$ cat src/rtl/svg_pkg.sv
package svg_pkg;

  // Field widths
  localparam int unsigned SEG_W  = 11;
  localparam int unsigned RAD_W  = 16;
  localparam int unsigned POS_W  = 17;
  localparam int unsigned TEX_W  = 16;
  localparam int unsigned TRIG_W = 16;
  localparam int unsigned PH_W   = 16;

  // Long division: dividend width, quotient bits, quotient bits per stage
  localparam int unsigned DIV_DW  = 28;
  localparam int unsigned DIV_QW  = 18;
  localparam int unsigned DIV_PER = 2;
  localparam int unsigned DIV_NS  = DIV_QW / DIV_PER;

  // Rotation CORDIC
  localparam int unsigned CORDIC_N  = 15;
  localparam int unsigned CORDIC_W  = 18;
  localparam int unsigned CORDIC_NS = CORDIC_N + 2;
  localparam logic signed [CORDIC_W-1:0] GAIN_INIT = 18'sd19899;
  localparam logic signed [TRIG_W-1:0]   TRIG_MAX  = 16'sd32767;

  // Scaling multiplier stages
  localparam int unsigned SCL_NS = 3;

  // pi in Q2.14
  localparam logic [TEX_W-1:0] PI_Q14 = 16'd51472;

  // Register indexes
  localparam logic [1:0] CFG_RADIUS  = 2'd0;
  localparam logic [1:0] CFG_LON_SEG = 2'd1;
  localparam logic [1:0] CFG_LAT_SEG = 2'd2;

  // Arctangent of 2^-i in 1/65536 turn
  function automatic logic [PH_W-1:0] atan_turn(input int unsigned i);
    logic [PH_W-1:0] a;
    case (i)
      0:       a = 16'd8192;
      1:       a = 16'd4836;
      2:       a = 16'd2555;
      3:       a = 16'd1297;
      4:       a = 16'd651;
      5:       a = 16'd326;
      6:       a = 16'd163;
      7:       a = 16'd81;
      8:       a = 16'd41;
      9:       a = 16'd20;
      10:      a = 16'd10;
      11:      a = 16'd5;
      12:      a = 16'd3;
      13:      a = 16'd1;
      14:      a = 16'd1;
      default: a = 16'd0;
    endcase
    return a;
  endfunction

endpackage

$ cat src/rtl/svg_cordic.sv
module svg_cordic (
  input  logic                              clk,
  input  logic                              en,
  input  logic [svg_pkg::PH_W-1:0]          phase,
  output logic signed [svg_pkg::TRIG_W-1:0] sin_o,
  output logic signed [svg_pkg::TRIG_W-1:0] cos_o
);
  import svg_pkg::*;

  logic signed [CORDIC_W-1:0] x_r [CORDIC_N+1];
  logic signed [CORDIC_W-1:0] y_r [CORDIC_N+1];
  logic signed [CORDIC_W-1:0] z_r [CORDIC_N+1];
  logic                       flip_r [CORDIC_N+1];
  logic signed [TRIG_W-1:0]   sin_r, cos_r;

  // Fold the left half-plane onto the right one
  always_ff @(posedge clk) begin
    logic [PH_W-1:0] p;
    if (en) begin
      p = phase;
      if (phase >= 16'd16384 && phase < 16'd49152) begin
        p         = phase - 16'd32768;
        flip_r[0] <= 1'b1;
      end else begin
        flip_r[0] <= 1'b0;
      end
      z_r[0] <= CORDIC_W'($signed(p));
      x_r[0] <= GAIN_INIT;
      y_r[0] <= '0;
    end
  end

  // One micro-rotation per stage
  for (genvar i = 0; i < CORDIC_N; i++) begin : g_iter
    logic signed [CORDIC_W-1:0] dx, dy, at;
    assign dx = y_r[i] >>> i;
    assign dy = x_r[i] >>> i;
    assign at = CORDIC_W'(atan_turn(i));

    always_ff @(posedge clk) begin
      if (en) begin
        flip_r[i+1] <= flip_r[i];
        if (!z_r[i][CORDIC_W-1]) begin
          x_r[i+1] <= x_r[i] - dx;
          y_r[i+1] <= y_r[i] + dy;
          z_r[i+1] <= z_r[i] - at;
        end else begin
          x_r[i+1] <= x_r[i] + dx;
          y_r[i+1] <= y_r[i] - dy;
          z_r[i+1] <= z_r[i] + at;
        end
      end
    end
  end

  // Saturate, then undo the fold
  function automatic logic signed [TRIG_W-1:0] sat(input logic signed [CORDIC_W-1:0] v);
    logic signed [TRIG_W-1:0] r;
    if (v > CORDIC_W'(TRIG_MAX))       r = TRIG_MAX;
    else if (v < -CORDIC_W'(TRIG_MAX)) r = -TRIG_MAX;
    else                               r = v[TRIG_W-1:0];
    return r;
  endfunction

  always_ff @(posedge clk) begin
    if (en) begin
      if (flip_r[CORDIC_N]) begin
        sin_r <= -sat(y_r[CORDIC_N]);
        cos_r <= -sat(x_r[CORDIC_N]);
      end else begin
        sin_r <= sat(y_r[CORDIC_N]);
        cos_r <= sat(x_r[CORDIC_N]);
      end
    end
  end

  assign sin_o = sin_r;
  assign cos_o = cos_r;

endmodule

$ cat config.mk
export PLATFORM = sky130hd
export DESIGN_NAME = svg_cordic
export DESIGN_NICKNAME = d
export VERILOG_FILES = /design/src/rtl/svg_pkg.sv /design/src/rtl/svg_cordic.sv
export SDC_FILE = /design/constraint.sdc
export NUM_CORES = 2
export LEC_CHECK = 0
export BUFFER_PORTS_ARGS = -buffer_cell sky130_fd_sc_hd__clkbuf_2
export CORE_ASPECT_RATIO = 1.25
export CORE_MARGIN = 2
export CORE_UTILIZATION = 65
export CTS_CLUSTER_SIZE = 24
export DETAILED_ROUTE_END_ITERATION = 12
export PLACE_DENSITY = 0.94
export SYNTH_ARGS = -nofsm -noshare
export SYNTH_HDL_FRONTEND = slang
export SYNTH_SLANG_ARGS = --single-unit
$ cat constraint.sdc
create_clock -name clk -period 5.68 [get_ports clk]
set_input_delay 0.852 -clock clk [delete_from_list [all_inputs] [get_ports clk]]
set_output_delay 0.852 -clock clk [all_outputs]
set_load 0.05 [all_outputs]
* Word level (Yosys, flattened, before mapping)
Memory sizes are Yosys's and may differ from the RTL's.
Cells that the tools add are included.
** Storage, ports and cells
- Register bits after elaboration :: 32
- Bits in latches :: 0
- Bits in writable memories :: 880
- ROM bits :: 0
- Memories kept :: 4
** Operators by class
- Add/subtract/negate cells :: 92
- Multiply operators :: 0
- Div/mod/pow operators :: 0
- $lt $le $gt $ge :: 6
- Eq/ne operators :: 0
- Shifts and indexed selects :: 0
- Multiplexer cells :: 156
- Bitwise operators :: 46
- Reductions and logical operators :: 1
** Memory list
- x_r :: words 16, bits a word 18, read ports 16, clocked after memory_dff 0, wr ports 16, RTL line svg_cordic.sv:10 : logic signed [CORDIC_W-1:0] x_r [CORDIC_N+1];
- y_r :: words 16, bits a word 18, read ports 16, clocked after memory_dff 0, wr ports 16, RTL line svg_cordic.sv:11 : logic signed [CORDIC_W-1:0] y_r [CORDIC_N+1];
- z_r :: words 16, bits a word 18, read ports 15, clocked after memory_dff 0, wr ports 16, RTL line svg_cordic.sv:12 : logic signed [CORDIC_W-1:0] z_r [CORDIC_N+1];
- flip_r :: words 16, bits a word 1, read ports 16, clocked after memory_dff 0, wr ports 16, RTL line svg_cordic.sv:13 : logic flip_r [CORDIC_N+1];
** Operators by type and width (number)
- two-way mux 18 bit :: 45
- two-way mux 16 bit :: 12
- two-way mux 1 bit :: 99
- bitwise OR 1 bit :: 46
- adder 18 x 10 -> 18 bit :: 2
- adder 18 x 11 -> 18 bit :: 2
- adder 18 x 12 -> 18 bit :: 2
- adder 18 x 13 -> 18 bit :: 2
- adder 18 x 14 -> 18 bit :: 2
- adder 18 x 15 -> 18 bit :: 2
- adder 18 x 16 -> 18 bit :: 2
- adder 18 x 17 -> 18 bit :: 2
- adder 18 x 2 -> 18 bit (second input constant) :: 2
- adder 18 x 4 -> 18 bit :: 2
- adder 18 x 5 -> 18 bit :: 2
- adder 18 x 6 -> 18 bit :: 2
- adder 18 x 7 -> 18 bit :: 2
- adder 18 x 8 -> 18 bit :: 2
- adder 18 x 9 -> 18 bit :: 2
- > comparator 18 x 16 -> 1 bit (second input constant) :: 2
- < comparator 18 x 16 -> 1 bit (second input constant) :: 2
- subtractor 18 x 10 -> 18 bit :: 2
- subtractor 18 x 11 -> 18 bit :: 2
- subtractor 18 x 12 -> 18 bit :: 2
- 45 further kinds :: 59

* Depth between registers and ports, before layout
An unclocked memory read counts as a cell.
- Word-level depth :: 8
- Mapped depth :: 16
- Mapped depth without buffers :: 16

* Least setup slack after synthesis
No wires, ideal clock.
- Path kind :: input -> register
- From :: input port en
- To :: memory y_r[3][16], in the netlist y_r[0][70], data pin
- Library setup time :: 0.263 ns
- Data arrival time :: 4.229 ns
- Data required time :: 5.417 ns
- Slack :: 1.189 ns
- Stages on the path :: 16
- Path through :: clkbuf_1 -> nand2_1 -> inv_1 -> buf_1 -> clkbuf_1 -> nor2_1 -> xnor2_1 -> ha_1 -> nor2b_1 -> o311a_1 -> nor4_1 -> o21bai_1 -> a21o_1 -> a41o_1 -> o41ai_2 -> xnor2_1
** RTL lines
- start: declaration :: RTL line svg_cordic.sv:3 : input logic en,
- end: declaration :: RTL line svg_cordic.sv:11

==> impl_metrics.env <==
export IMPL_drive_above_1_share_pct=5.00
export IMPL_hold_path_class="primary input to flop"
export IMPL_insertion_delay_ns=0.68
export IMPL_tns_ns=0
export IMPL_chipWidth_um=276
export IMPL_violations="DRC"
export IMPL_timing_rr_start="x_r[0][76]"
export IMPL_hpwlAfterDp_mm=106
export IMPL_worstPathArrival_ns=4.72
export IMPL_yosys_warnings=0
export IMPL_drv_slew=0
export IMPL_tightest_slew_ns=1.02
export IMPL_netlist_top_cells_count="edfxtp_1, ha_1, a21oi_1"
export IMPL_setup_worst_path_end="y_r[0][88]"
export IMPL_cts_htree_levels=3
export IMPL_setup_violations=0
export IMPL_avgSynthCellArea_um2=10.2
export IMPL_path_cells="buf_8 -> buf_4 -> nand2_1 -> inv_1 -> buf_4 -> a21oi_1 -> xnor2_1 -> ha_1 -> a21o_1 -> a21oi_1 -> o21ai_0 -> a311oi_2 -> a21oi_1 -> a31oi_1 -> mux2i_1 -> o211ai_1"
export IMPL_post_synth_top_area_cell="edfxtp_1"
export IMPL_grt_max_degree=85
export IMPL_gr_total_overflow=0
export IMPL_syn_to_final_growth_pct=7.84
export IMPL_async_flop_share_pct=0
export IMPL_cp_required_ns=6.09
export IMPL_drt_iter0_markers=3553
export IMPL_maxSlewHeadroom_pct=31.8
export IMPL_die_h_um=344
export IMPL_nNetsFinal=6767
export IMPL_worst_path_stages=16
export IMPL_num_vias=46600
export IMPL_finClkSkew_ns=0.0178
export IMPL_worstSetupPathType="primary input to flop"
export IMPL_fin_crit_sh_pct=75.9
export IMPL_yosysSeqAreaShare_pct=40.1
export IMPL_maxCapViolCount=0
export IMPL_synth_most_common_cell="edfxtp_1"
export IMPL_synth_area_um2=60100
export IMPL_rsz0062_at_grt="no"
export IMPL_final_util_pct=70.8
export IMPL_crit_slowest_cell="buf_4"
export IMPL_cts_tree="done"
export IMPL_diodes=0
export IMPL_cts_buffers=85
export IMPL_clk_pin_slew_ns=0.06
export IMPL_start_util_pct=65.6
export IMPL_synth_seq_cells=802
export IMPL_detail_route_antenna_nets=0
export IMPL_wl_per_cell_um=19.6
export IMPL_cts_sinks=802
export IMPL_crit_family="compound AO/OA/AOI/OAI gates"
export IMPL_cts_path_max_buffers=3
export IMPL_period_needed_ns=4.31
export IMPL_synth_cell_types=92
export IMPL_cts_resized=0
export IMPL_max_freq_mhz=232
export IMPL_outcome="finished with violations"
export IMPL_cts_hold_buf=0
export IMPL_grt_pass1_vias=47200
export IMPL_grt_usage_pct=29.9
export IMPL_cp_startpoint="en"
export IMPL_hold_violations=0
export IMPL_gp_congestion=0.969
export IMPL_crit_buf_inv=4
export IMPL_end_kind="flop"
export IMPL_startpoint_type="primary input"
export IMPL_drc=7
export IMPL_synth_edf_count=802
export IMPL_rr_endpoint="y_r[0][106]"
export IMPL_io_buffers=49
export IMPL_cp_slowest_stage_delay_ns=0.44
export IMPL_fp_coreArea_um2=91500
export IMPL_cp_common_cell="a21oi_1"
export IMPL_wirelength_mm=143
export IMPL_synth_main_ff_cell="edfxtp_1"
export IMPL_io_pins=50
export IMPL_crit_fanout=48
export IMPL_reg2reg_slack_ns=1.45
export IMPL_num_rows=124
export IMPL_grt_pass1_wl_mm=229
export IMPL_viasPerCell=6.42
export IMPL_antenna_found_initial=0
export IMPL_r2r_cells=13
export IMPL_firstDrtPassIters=12
export IMPL_synthTopCellsByArea="edfxtp_1, ha_1, xnor2_1"
export IMPL_dieArea_um2=94900
export IMPL_postCtsSetupRepairBufs=0
export IMPL_synthCells=5884
export IMPL_cts_root_buffer="clkbuf_16"
export IMPL_synth_top_cell_area_share_pct=40.1
==> kinds of logic after synthesis <==
| group | share of synthesized area (%) |
|---|---|
| compound gates | 18.6 |
| simple gates | 11.2 |
| flops | 40.1 |
| fa+ha+maj | 16.2 |
| xor+xnor | 11.0 |
| buf+inv | 2.27 |
| mux | 0.577 |
| other cells | 0.0125 |
==> per-layer routing <==
metal	vias up	global-route usage, %	wire length (um)	share of wire, %
met5	-	0	0	0
met4	0	20.9	10700	7.5
met3	680	4.46	7150	5.0
met2	1858	56.3	75300	53
met1	22000	29.7	49400	35
li1	22100	-	-	-
==> metrics by stage <==
stage / hold slack (ns) / area (um^2) / worst slack, ns / cells
floorplan: 0.400 / 60100 / 1.19 / 5888
global placement: 0.401 / 61900 / 0.938 / 7103
detailed placement: 0.405 / 61900 / 0.795 / 7103
CTS: 0.312 / 64800 / 1.46 / 7256
global route: 0.318 / 64800 / 1.04 / 7256
finish: 0.337 / 64800 / 1.37 / 7256
==> registers in the layout (all words and copies together), names as in the netlist <==
register / count
sin_o: 16
flip_r: 16
x_r: 250
z_r: 251
cos_o: 16
y_r: 253
==> cell usage in the layout (no fill, tap or decap), types with 31 or more instances in the layout <==
cell type,n
o211ai_1,40
inv_1,278
edfxtp_1,802
buf_4,49
o21ai_0,332
o21bai_1,66
or3_1,38
a31oi_1,50
nor3_1,103
fa_1,39
ha_1,717
a21o_1,208
clkbuf_16,85
nand2_1,346
a211oi_1,68
and3_1,33
o21a_1,106
o31ai_1,47
nor2_1,472
nand2b_1,108
a21oi_1,620
xor2_1,225
clkbuf_2,48
nor4_1,31
xnor2_1,528
nor2b_1,83
nand3_1,63
==> layout make-up <==
cell class | instances | area (um^2)
Clock inverter | 59 | 724
Inverter | 281 | 1050
Multi-Input combinational cell | 4725 | 34600
Fill cell | 6038 | 26800
Timing Repair Buffer | 98 | 623
Sequential cell | 802 | 24100
Tap cell | 1197 | 1500
Clock buffer | 94 | 2160
==> worst min path at each step <==
stage | startpoint | end | slack, ns | cells past startpoint
after detailed placement | flip_r[1][1] | flip_r[1][2] | 0.40 | 0
after global placement | flip_r[1][3] | flip_r[1][4] | 0.40 | 0
after CTS | phase[11] | z_r[0][11] | 0.31 | 1
after floorplan | flip_r[0][0] | flip_r[0][1] | 0.40 | 0
final | phase[11] | z_r[0][11] | 0.34 | 1
after global routing | phase[11] | z_r[0][11] | 0.32 | 1
Power is left out: the tool's default activity adds up to more than one toggle a clock period on the data nets, which glitch-free logic cannot reach.
