[src/rtl/svg_pkg.sv]
package svg_pkg;

  // Field widths
  localparam int unsigned SEG_W  = 11;
  localparam int unsigned RAD_W  = 16;
  localparam int unsigned POS_W  = 17;
  localparam int unsigned TEX_W  = 16;
  localparam int unsigned TRIG_W = 16;
  localparam int unsigned PH_W   = 16;

  // Long division: dividend width, quotient bits, quotient bits per stage
  localparam int unsigned DIV_DW  = 28;
  localparam int unsigned DIV_QW  = 18;
  localparam int unsigned DIV_PER = 2;
  localparam int unsigned DIV_NS  = DIV_QW / DIV_PER;

  // Rotation CORDIC
  localparam int unsigned CORDIC_N  = 15;
  localparam int unsigned CORDIC_W  = 18;
  localparam int unsigned CORDIC_NS = CORDIC_N + 2;
  localparam logic signed [CORDIC_W-1:0] GAIN_INIT = 18'sd19899;
  localparam logic signed [TRIG_W-1:0]   TRIG_MAX  = 16'sd32767;

  // Scaling multiplier stages
  localparam int unsigned SCL_NS = 3;

  // pi in Q2.14
  localparam logic [TEX_W-1:0] PI_Q14 = 16'd51472;

  // Register indexes
  localparam logic [1:0] CFG_RADIUS  = 2'd0;
  localparam logic [1:0] CFG_LON_SEG = 2'd1;
  localparam logic [1:0] CFG_LAT_SEG = 2'd2;

  // Arctangent of 2^-i in 1/65536 turn
  function automatic logic [PH_W-1:0] atan_turn(input int unsigned i);
    logic [PH_W-1:0] a;
    case (i)
      0:       a = 16'd8192;
      1:       a = 16'd4836;
      2:       a = 16'd2555;
      3:       a = 16'd1297;
      4:       a = 16'd651;
      5:       a = 16'd326;
      6:       a = 16'd163;
      7:       a = 16'd81;
      8:       a = 16'd41;
      9:       a = 16'd20;
      10:      a = 16'd10;
      11:      a = 16'd5;
      12:      a = 16'd3;
      13:      a = 16'd1;
      14:      a = 16'd1;
      default: a = 16'd0;
    endcase
    return a;
  endfunction

endpackage

[src/rtl/svg_div.sv]
module svg_div (
  input  logic                       clk,
  input  logic                       en,
  input  logic [svg_pkg::DIV_DW-1:0] dvd,
  input  logic [svg_pkg::SEG_W-1:0]  dsr,
  output logic [svg_pkg::DIV_QW-1:0] quo
);
  import svg_pkg::*;

  logic [SEG_W-1:0]  rem_r [DIV_NS];
  logic [DIV_QW-1:0] low_r [DIV_NS];
  logic [DIV_QW-1:0] q_r   [DIV_NS];

  for (genvar s = 0; s < DIV_NS; s++) begin : g_stage
    logic [SEG_W-1:0]  rem_nxt;
    logic [DIV_QW-1:0] low_nxt;
    logic [DIV_QW-1:0] q_nxt;

    // Restoring division, DIV_PER quotient bits per stage
    always_comb begin
      logic [SEG_W:0] t;
      if (s == 0) begin
        rem_nxt = SEG_W'(dvd[DIV_DW-1:DIV_QW]);
        low_nxt = dvd[DIV_QW-1:0];
        q_nxt   = '0;
      end else begin
        rem_nxt = rem_r[s-1];
        low_nxt = low_r[s-1];
        q_nxt   = q_r[s-1];
      end
      for (int k = 0; k < DIV_PER; k++) begin
        t       = {rem_nxt, low_nxt[DIV_QW-1]};
        low_nxt = {low_nxt[DIV_QW-2:0], 1'b0};
        if (t >= {1'b0, dsr}) begin
          t     = t - {1'b0, dsr};
          q_nxt = {q_nxt[DIV_QW-2:0], 1'b1};
        end else begin
          q_nxt = {q_nxt[DIV_QW-2:0], 1'b0};
        end
        rem_nxt = t[SEG_W-1:0];
      end
    end

    always_ff @(posedge clk) begin
      if (en) begin
        rem_r[s] <= rem_nxt;
        low_r[s] <= low_nxt;
        q_r[s]   <= q_nxt;
      end
    end
  end

  assign quo = q_r[DIV_NS-1];

endmodule

[config.mk]
export PLATFORM = sky130hd
export DESIGN_NAME = svg_div
export DESIGN_NICKNAME = d
export VERILOG_FILES = /design/src/rtl/svg_pkg.sv /design/src/rtl/svg_div.sv
export SDC_FILE = /design/constraint.sdc
export NUM_CORES = 1
export LEC_CHECK = 0
export BUFFER_PORTS_ARGS = -buffer_cell sky130_fd_sc_hd__buf_2
export CAP_MARGIN = 10
export CORE_MARGIN = 3
export CORE_UTILIZATION = 35
export CTS_CLUSTER_DIAMETER = 100
export DETAILED_ROUTE_END_ITERATION = 16
export SKIP_LAST_GASP = 1
export SLEW_MARGIN = 20
export SYNTH_ARGS = -nofsm -noshare
export SYNTH_HDL_FRONTEND = slang
export SYNTH_SLANG_ARGS = --single-unit
[constraint.sdc]
create_clock -name clk -period 6.3 [get_ports clk]
set_input_delay 0.945 -clock clk [delete_from_list [all_inputs] [get_ports clk]]
set_output_delay 0.945 -clock clk [all_outputs]
set_load 0.1 [all_outputs]
# [Word level (Yosys, flattened, before mapping)]
# Memories as Yosys holds them, arrays and structs flattened.
# Index checks and enable logic that the tools add are counted.
[word_totals] reg_bits=0 ram_bits=405 wordCells=77 mem_count=3
[classes] addsub=18 n_lt_le_gt_ge=18 mux=38
[memory_table] name="q_r" words=9 width=18 rd=9 rd_clocked_by_memory_dff=0 wr=9 line_no="svg_div.sv:12" text="logic [DIV_QW-1:0] q_r [DIV_NS];"
[memory_table] name="low_r" words=9 width=16 rd=8 rd_clocked_by_memory_dff=0 wr=9 line_no="svg_div.sv:11" text="logic [DIV_QW-1:0] low_r [DIV_NS];"
[memory_table] name="rem_r" words=9 width=11 rd=8 rd_clocked_by_memory_dff=0 wr=9 line_no="svg_div.sv:10" text="logic [SEG_W-1:0] rem_r [DIV_NS];"
[ops] operator="12-bit by 11-bit greater-or-equal comparator with 1-bit output" n=17
[ops] operator="11-bit 2-to-1 mux" n=18
[ops] operator="11-bit subtractor" n=18
[ops] operator="1-bit 2-to-1 mux" n=20
[ops] operator="11-bit greater-or-equal comparator" n=1

# [Logic depth before layout (Yosys ltp)]
# Gate-level depths: netlist of run 1.
# An unclocked memory read counts as a cell.
[logic_depth] depth_word=5 mapped_depth=21 ltp_nobuf=19

# [Least setup slack after synthesis of run 1]
# No wires, ideal clock.
[synth_timing] kind="input to register" startpoint="in dsr[2] in the netlist's numbering" endpoint="mem rem_r[6][4], in the netlist rem_r[0][70], data pin" setup_ns=0.260 arrival_ns=5.410 slack_ns=0.631 cell_stages=18 n_path_buf=2 cell_sequence="inv_1 -> ha_1 -> nor2b_1 -> o22ai_1 -> a21oi_1 -> a211oi_1 -> or2_2 -> buf_2 -> mux2_1 -> ha_1 -> and2_1 -> o21ai_1 -> nand3_1 -> a2111oi_0 -> nor4b_1 -> a2111oi_2 -> buf_4 -> mux2_2"
[synth_rtl] element="start: declaration" line_no="svg_div.sv:5" text="input logic [svg_pkg::SEG_W-1:0] dsr,"
[synth_rtl] element="end: declaration" line_no="svg_div.sv:10"

==> flow_summary.toml, run 1 <==
[outcome]
status = "complete, no violations"

[cts]
clkLatencyLatePin_ns = 0.58
post_cts_buffers = 0
cts_sinks = 250
h-tree-depth = 1
hold_buffers = 0
cts_made_buffers = 31
path_clk_slew_ns = 0.05
cts_tree = "yes"
ctsResizeCount = 0
clockBufferDepth = 3
cts-root-buf = "clkbuf_16"

[floorplan]
core_area_um2 = 52700
ios = 59
dieArea_um2 = 56200
fp.dieH_um = 237
rows = 84
initial_core_util_pct = 35.5
die_w_um = 237

[worst_setup_path]
critPathTopFamily = "compound AO/OA/AOI/OAI gates"
reg2reg_depth = 18
arrival_ns = 5.88
critPathMostFrequentCell = "ha_1"
r2r-end = "rem_r[0][27]"
reg2reg_slack_ns = 1.05
slowest_stage = "fa_1"
crit_fanout = 13
worstPathCellList = "buf_2 > ha_1 > fa_1 > nand2b_1 > a21oi_2 > a41oi_1 > o311a_1 > or2_1 > o21ai_0 > ha_1 > nor2b_1 > o2111a_1 > nor3_1 > nor2_1 > o211a_1 > a2111oi_4 > buf_4 > mux2_2"
r2r_start = "low_r[0][31]"
cp.buffers_inverters = 2
cp_data_required_time_ns = 6.62
setup.worst_path.start_class = "primary input"
max_stage_delay_ns = 0.40
end_kind = "register"
crit_type = "primary input to register"

[route]
firstDrtPassIters = 7
routedWlPerCell_um = 17.4
viasPerCell = 5.34
via_count = 13500
first_iter_violations = 609
remaining_drc_errors = 0
ant_nets = 0
drt_wl_total_mm = 43.9

[min_path]
whs_path_depth = 0
hp-class = "register to register"
hold_path_startpoint = "q_r[0][76]"
hold_path_end = "q_r[0][96]"

[yosys]
async_flop_share_pct = 0
seq_area_frac_synth_pct = 40.2
ys.flop_type = "edfxtp_1"
synth_common_cells = "edfxtp_1, ha_1, nor2_1, inv_1, xnor2_1"
synth_area_um2 = 18700
synth_cell_types = 73
synth_area_leaders = "edfxtp_1, ha_1, mux2_2"
syn_nets = 1953
yosys_register_bits = 250
avgSynthCellArea_um2 = 11.0
synth.most_common_cell = "edfxtp_1"
syn_inst = 1697
synth_top_cell_by_area = "edfxtp_1"
synth_top_area_share_pct = 40.2
synth_edf_count = 250
ys_warn_count = 0

[sta]
timing.final.crit_share_pct = 88.2
tightest_slew_ns = 0.937
slew_headroom_pct = 37.5
period_needed_ns = 5.56
setup_ws_ns = 0.742
setup_viol = 0
drv_slew = 0
skew_ns = 0.0186
rsz0062_at_grt = "no"
fmax_mhz = 180
hold_violations = 0
setup_tns_ns = 0

[place]
hpwl_mm = 32.2
pre_cts_ws_ns = 0.146
place_congestion = 0.868
place_inst = 2470
place.port_buffers = 58

[global_route]
grt.total_usage_pct = 15.4
grt_pass1_wl_mm = 70.3
grt_pass1_vias = 13500
overflow = 0
antenna_found_initial = 0
grt_max_degree = 97

[layout]
syn2layout_area_growth_pct = 13.6
layout.nets = 2071
final_core_util_pct = 40.3
seq_area_um2 = 7510
fin_cells = 2524
fillCellCount = 5034
multiInputGateArea_um2 = 10600
drive_gt1_share_pct = 15.7
antenna_cells = 0

[job]
drv_cap = 0
==> worst reg2reg max path, cell delays in order, from the launching register on <==
cell and delay [ns]:
edfxtp_1 0.39, inv_1 0.06, ha_1 0.20, fa_1 0.40
nand2b_1 0.19, a21oi_2 0.19, a41oi_1 0.07, o311a_1 0.36
or2_1 0.39, o21ai_0 0.36, ha_1 0.35, nor2b_1 0.17
o2111a_1 0.25, nor3_1 0.28, nor2_1 0.12, o211a_1 0.26
a2111oi_4 0.33, buf_4 0.28, mux2_2 0.36
==> sequential cells by signal (all words and copies together) (netlist names) <==
register and count:
low_r 72, q_r 90, rem_r 88
==> how the worst max path moves through the flow <==
stage,start,to,slack (ns),cells past startpoint
final,dsr[0],rem_r[0][27],0.74,18
after global routing,dsr[0],rem_r[0][32],0.53,18
after CTS,dsr[0],rem_r[0][27],0.76,18
after detailed placement,dsr[0],rem_r[0][32],0.15,18
after global placement,dsr[0],rem_r[0][27],0.26,18
after floorplan,dsr[2],rem_r[0][70],0.63,18
==> layer usage <==
metal  track usage (%)  part of all wire (%)
met1              19.7                    46
met2              27.2                    49
met3              2.14                   3.1
met4              3.92                   2.6
met5                 0                     0
==> stage by stage <==
| step | hold slack [ns] | instance area (um^2) |
|---|---|---|
| 4_1_cts | 0.416 | 21200 |
| 6_report | 0.415 | 21200 |
| 3_3_place_gp | 0.401 | 20200 |
| 2_1_floorplan | 0.400 | 18700 |
| 5_1_grt | 0.421 | 21200 |
| 3_5_place_dp | 0.405 | 20200 |
==> layout make-up <==
class                   instances  area share, %
multi-input cells            1310           50.0
flip-flops and latches        250           35.4
well taps                     688           4.06
repair buffers                112           3.74
clock buffers                  31           3.66
inverters                     110           1.96
clock inverters                23           1.20
==> cell families after synthesis <==
logic type / after synthesis / share of synthesized area (%)
DFF: 250 / 40.2
adders and majority gates: 215 / 15.1
buffers and inverters: 137 / 3.01
xor gates and xnor gates: 125 / 5.86
muxes: 169 / 10.2
AOI/OAI and AO/OA: 359 / 13.6
and+or+nand+nor: 442 / 12.1
==> cell usage in the layout (no fill, tap or decap), drive strengths merged, types with 12 or more instances in the layout <==
cell type  count
mux2         126
a31oi         12
inv          110
edfxtp       250
a211oi        20
mux2i         43
nand3b        15
nand2         65
o21ai         73
nand3         22
a21oi         88
nor3          50
or2           16
nor2         133
xnor2         86
buf          112
xor2          39
fa            17
nand2b        16
clkbuf        31
a21o          29
nand4         23
nor2b         36
ha           198
or3           20
o21a          16
Power of run 1 is left out: the tool's default activity adds up to more than one toggle a clock period on the data nets, which glitch-free logic cannot reach.
==> run 2: changes to the inputs <==
--- a/config.mk
+++ b/config.mk
@@ -5,6 +5,7 @@
 export SDC_FILE = /design/constraint.sdc
 export NUM_CORES = 1
 export LEC_CHECK = 0
+export ABC_AREA = 1
 export BUFFER_PORTS_ARGS = -buffer_cell sky130_fd_sc_hd__buf_2
 export CAP_MARGIN = 10
 export CORE_MARGIN = 3
==> run 2 against run 1 <==
  * Via count is 24% higher
  * Clock skew is 0.0056 ns lower
  * Register-to-register slack better by 0.75 ns
  * Clock-buffer cell count is 4 higher
  * Largest cell class unchanged
  * Highest routed layer unchanged
==> flow_summary.toml, run 2 <==
[route]
via_count = 16700
viasPerCell = 4.93
routedWlPerCell_um = 15.2
first_iter_violations = 1057
firstDrtPassIters = 6
remaining_drc_errors = 0
drt_wl_total_mm = 51.4
ant_nets = 0

[cts]
cts_tree = "yes"
cts-root-buf = "clkbuf_16"
h-tree-depth = 1
path_clk_slew_ns = 0.06
cts_made_buffers = 31
ctsResizeCount = 0
post_cts_buffers = 0
clockBufferDepth = 3
hold_buffers = 0
cts_sinks = 250
clkLatencyLatePin_ns = 0.59

[worst_setup_path]
critPathMostFrequentCell = "nand2_1"
slowest_stage = "nor2_1"
critPathTopFamily = "simple AND/OR/NAND/NOR gates"
cp.buffers_inverters = 2
max_stage_delay_ns = 0.55
arrival_ns = 5.24
cp_data_required_time_ns = 6.75
crit_fanout = 21
crit_type = "primary input to register"
crit_cells = 21
end_kind = "register"
setup.worst_path.start_class = "primary input"
worstPathCellList = "buf_2 > ha_1 > fa_1 > inv_1 > nand2_1 > nand2_1 > nand2_1 > nand2_1 > nand3_1 > nand3_1 > a21oi_1 > ha_1 > nand2_1 > nor2_1 > nand2_1 > nand2_1 > o21bai_1 > nand2_1 > nor2_1 > nand2_1 > nand2_1"
reg2reg_depth = 22

[layout]
largest_register_ffs = 90
antenna_cells = 0
layout_commonest_cell = "nand2_1"
syn2layout_area_growth_pct = 10.9
fillCellCount = 5806
layout.nets = 2862
regMostFlops = "q_r"
final_cell_mix = "nand2_1, inv_1, edfxtp_1"
largestRegisters = "q_r (90), rem_r (88), low_r (72)"
drive_gt1_share_pct = 8.78

[yosys]
synth_top_area_share_pct = 37.3
synth.most_common_cell = "nand2_1"
syn_inst = 2522
ys.flop_type = "edfxtp_1"
synth-compound-area-share_pct = 7.60
synth_cell_types = 45
avgSynthCellArea_um2 = 7.97
synth_top_family_by_area = "simple AND/OR/NAND/NOR gates"
ys_warn_count = 0
synth_edf_count = 250
synth_common_cells = "nand2_1, inv_1, edfxtp_1, ha_1, nor2_1"
synthAdderAreaFrac_pct = 14.0
synth_area_um2 = 20100
seq_area_frac_synth_pct = 37.3
synthXorXnorAreaFrac_pct = 4.49
synth_area_leaders = "edfxtp_1, nand2_1, ha_1"
synth_top_cell_by_area = "edfxtp_1"
async_flop_share_pct = 0
yosys_register_bits = 250
muxShareOfSynthArea_pct = 0
yosys.area_share.simple_pct = 29.3
syn_nets = 2778

[sta]
slew_headroom_pct = 46.0
skew_ns = 0.0130
hold_violations = 0
rsz0062_at_grt = "no"
period_needed_ns = 4.79
drv_slew = 0
timing.final.crit_share_pct = 76.0
tightest_slew_ns = 0.808
fmax_mhz = 209
setup_viol = 0
setup_tns_ns = 0

[floorplan]
ios = 59
rows = 87
fp.dieH_um = 246
dieArea_um2 = 60400
die_w_um = 246
core_area_um2 = 56600
initial_core_util_pct = 35.5

[global_route]
grt_pass1_vias = 16200
grt.total_usage_pct = 17.0
grt_pass1_wl_mm = 83.2
overflow = 0
grt_max_degree = 100
antenna_found_initial = 0

[outcome]
status = "complete, no violations"

[place]
place.port_buffers = 58
hpwl_mm = 39.1
place_congestion = 0.899

[min_path]
whs_path_depth = 0
hp-class = "register to register"

[job]
drv_cap = 0
run 2: cells by family after synthesis:
family,Yosys count
buffers and inverters,344
XOR/XNOR,103
flip-flops,250
adder cells (fa/ha/maj),215
AO/OA/AOI/OAI,256
AND/OR/NAND/NOR,1354
run 2: worst register-to-register path, cell delays in order (launching register included):
cell and delay (ns):
edfxtp_1 0.46, inv_1 0.07, ha_1 0.24, fa_1 0.47
inv_1 0.11, nand2_1 0.05, nand2_1 0.06, nand2_1 0.09
nand2_1 0.09, nand3_1 0.11, nand3_1 0.53, nor2_1 0.09
a21oi_1 0.22, ha_1 0.32, a21oi_1 0.16, o21ai_1 0.13
nand2_1 0.08, nand2_1 0.09, o21bai_1 0.19, nand2_1 0.07
nor2_1 0.55, nand2_1 0.12, nand2_1 0.10
run 2: final cells by class:
cell class	count	area [um^2]	share of cell area (%)
Timing Repair Buffer	86	536	2.40
Sequential cell	250	7510	33.7
Multi-Input combinational cell	1928	11100	49.9
Inverter	309	1160	5.21
Clock inverter	23	221	0.993
Clock buffer	35	791	3.55
Tap cell	756	946	4.24
run 2: path summary, 6_finish.rpt:
check / to / from / slack (ns)
worst max-delay path: rem_r[0][37] / dsr[0] / 1.51
worst min-delay path: q_r[0][141] / q_r[0][121] / 0.41
worst max register to register: rem_r[0][37] / low_r[0][47] / 1.80
worst min register to register: q_r[0][141] / q_r[0][121] / 0.41
run 2: through the flow:
step	area, um^2	util [%]	instances	hold WS (ns)	setup slack (ns)
global route	22300	39.4	3387	0.416	0.999
finish	22300	39.4	3387	0.414	1.51
floorplan	20100	-	2522	0.400	2.22
detailed placement	21300	37.6	3329	0.405	0.921
global placement	21300	37.6	3329	0.401	0.905
CTS	22300	39.4	3387	0.414	1.53
run 2: metal layers:
metal | share of wire, % | up-vias | track usage (%) | wire [um]
met4 | 2.6 | 0 | 4.78 | 1340
met1 | 46 | 7722 | 22.5 | 23700
met3 | 4.5 | 79 | 2.09 | 2300
met2 | 47 | 351 | 29.0 | 24000
met5 | 0 | - | 0 | 0
li1 | - | 8560 | - | -
Power of run 2 is left out for the same reason.
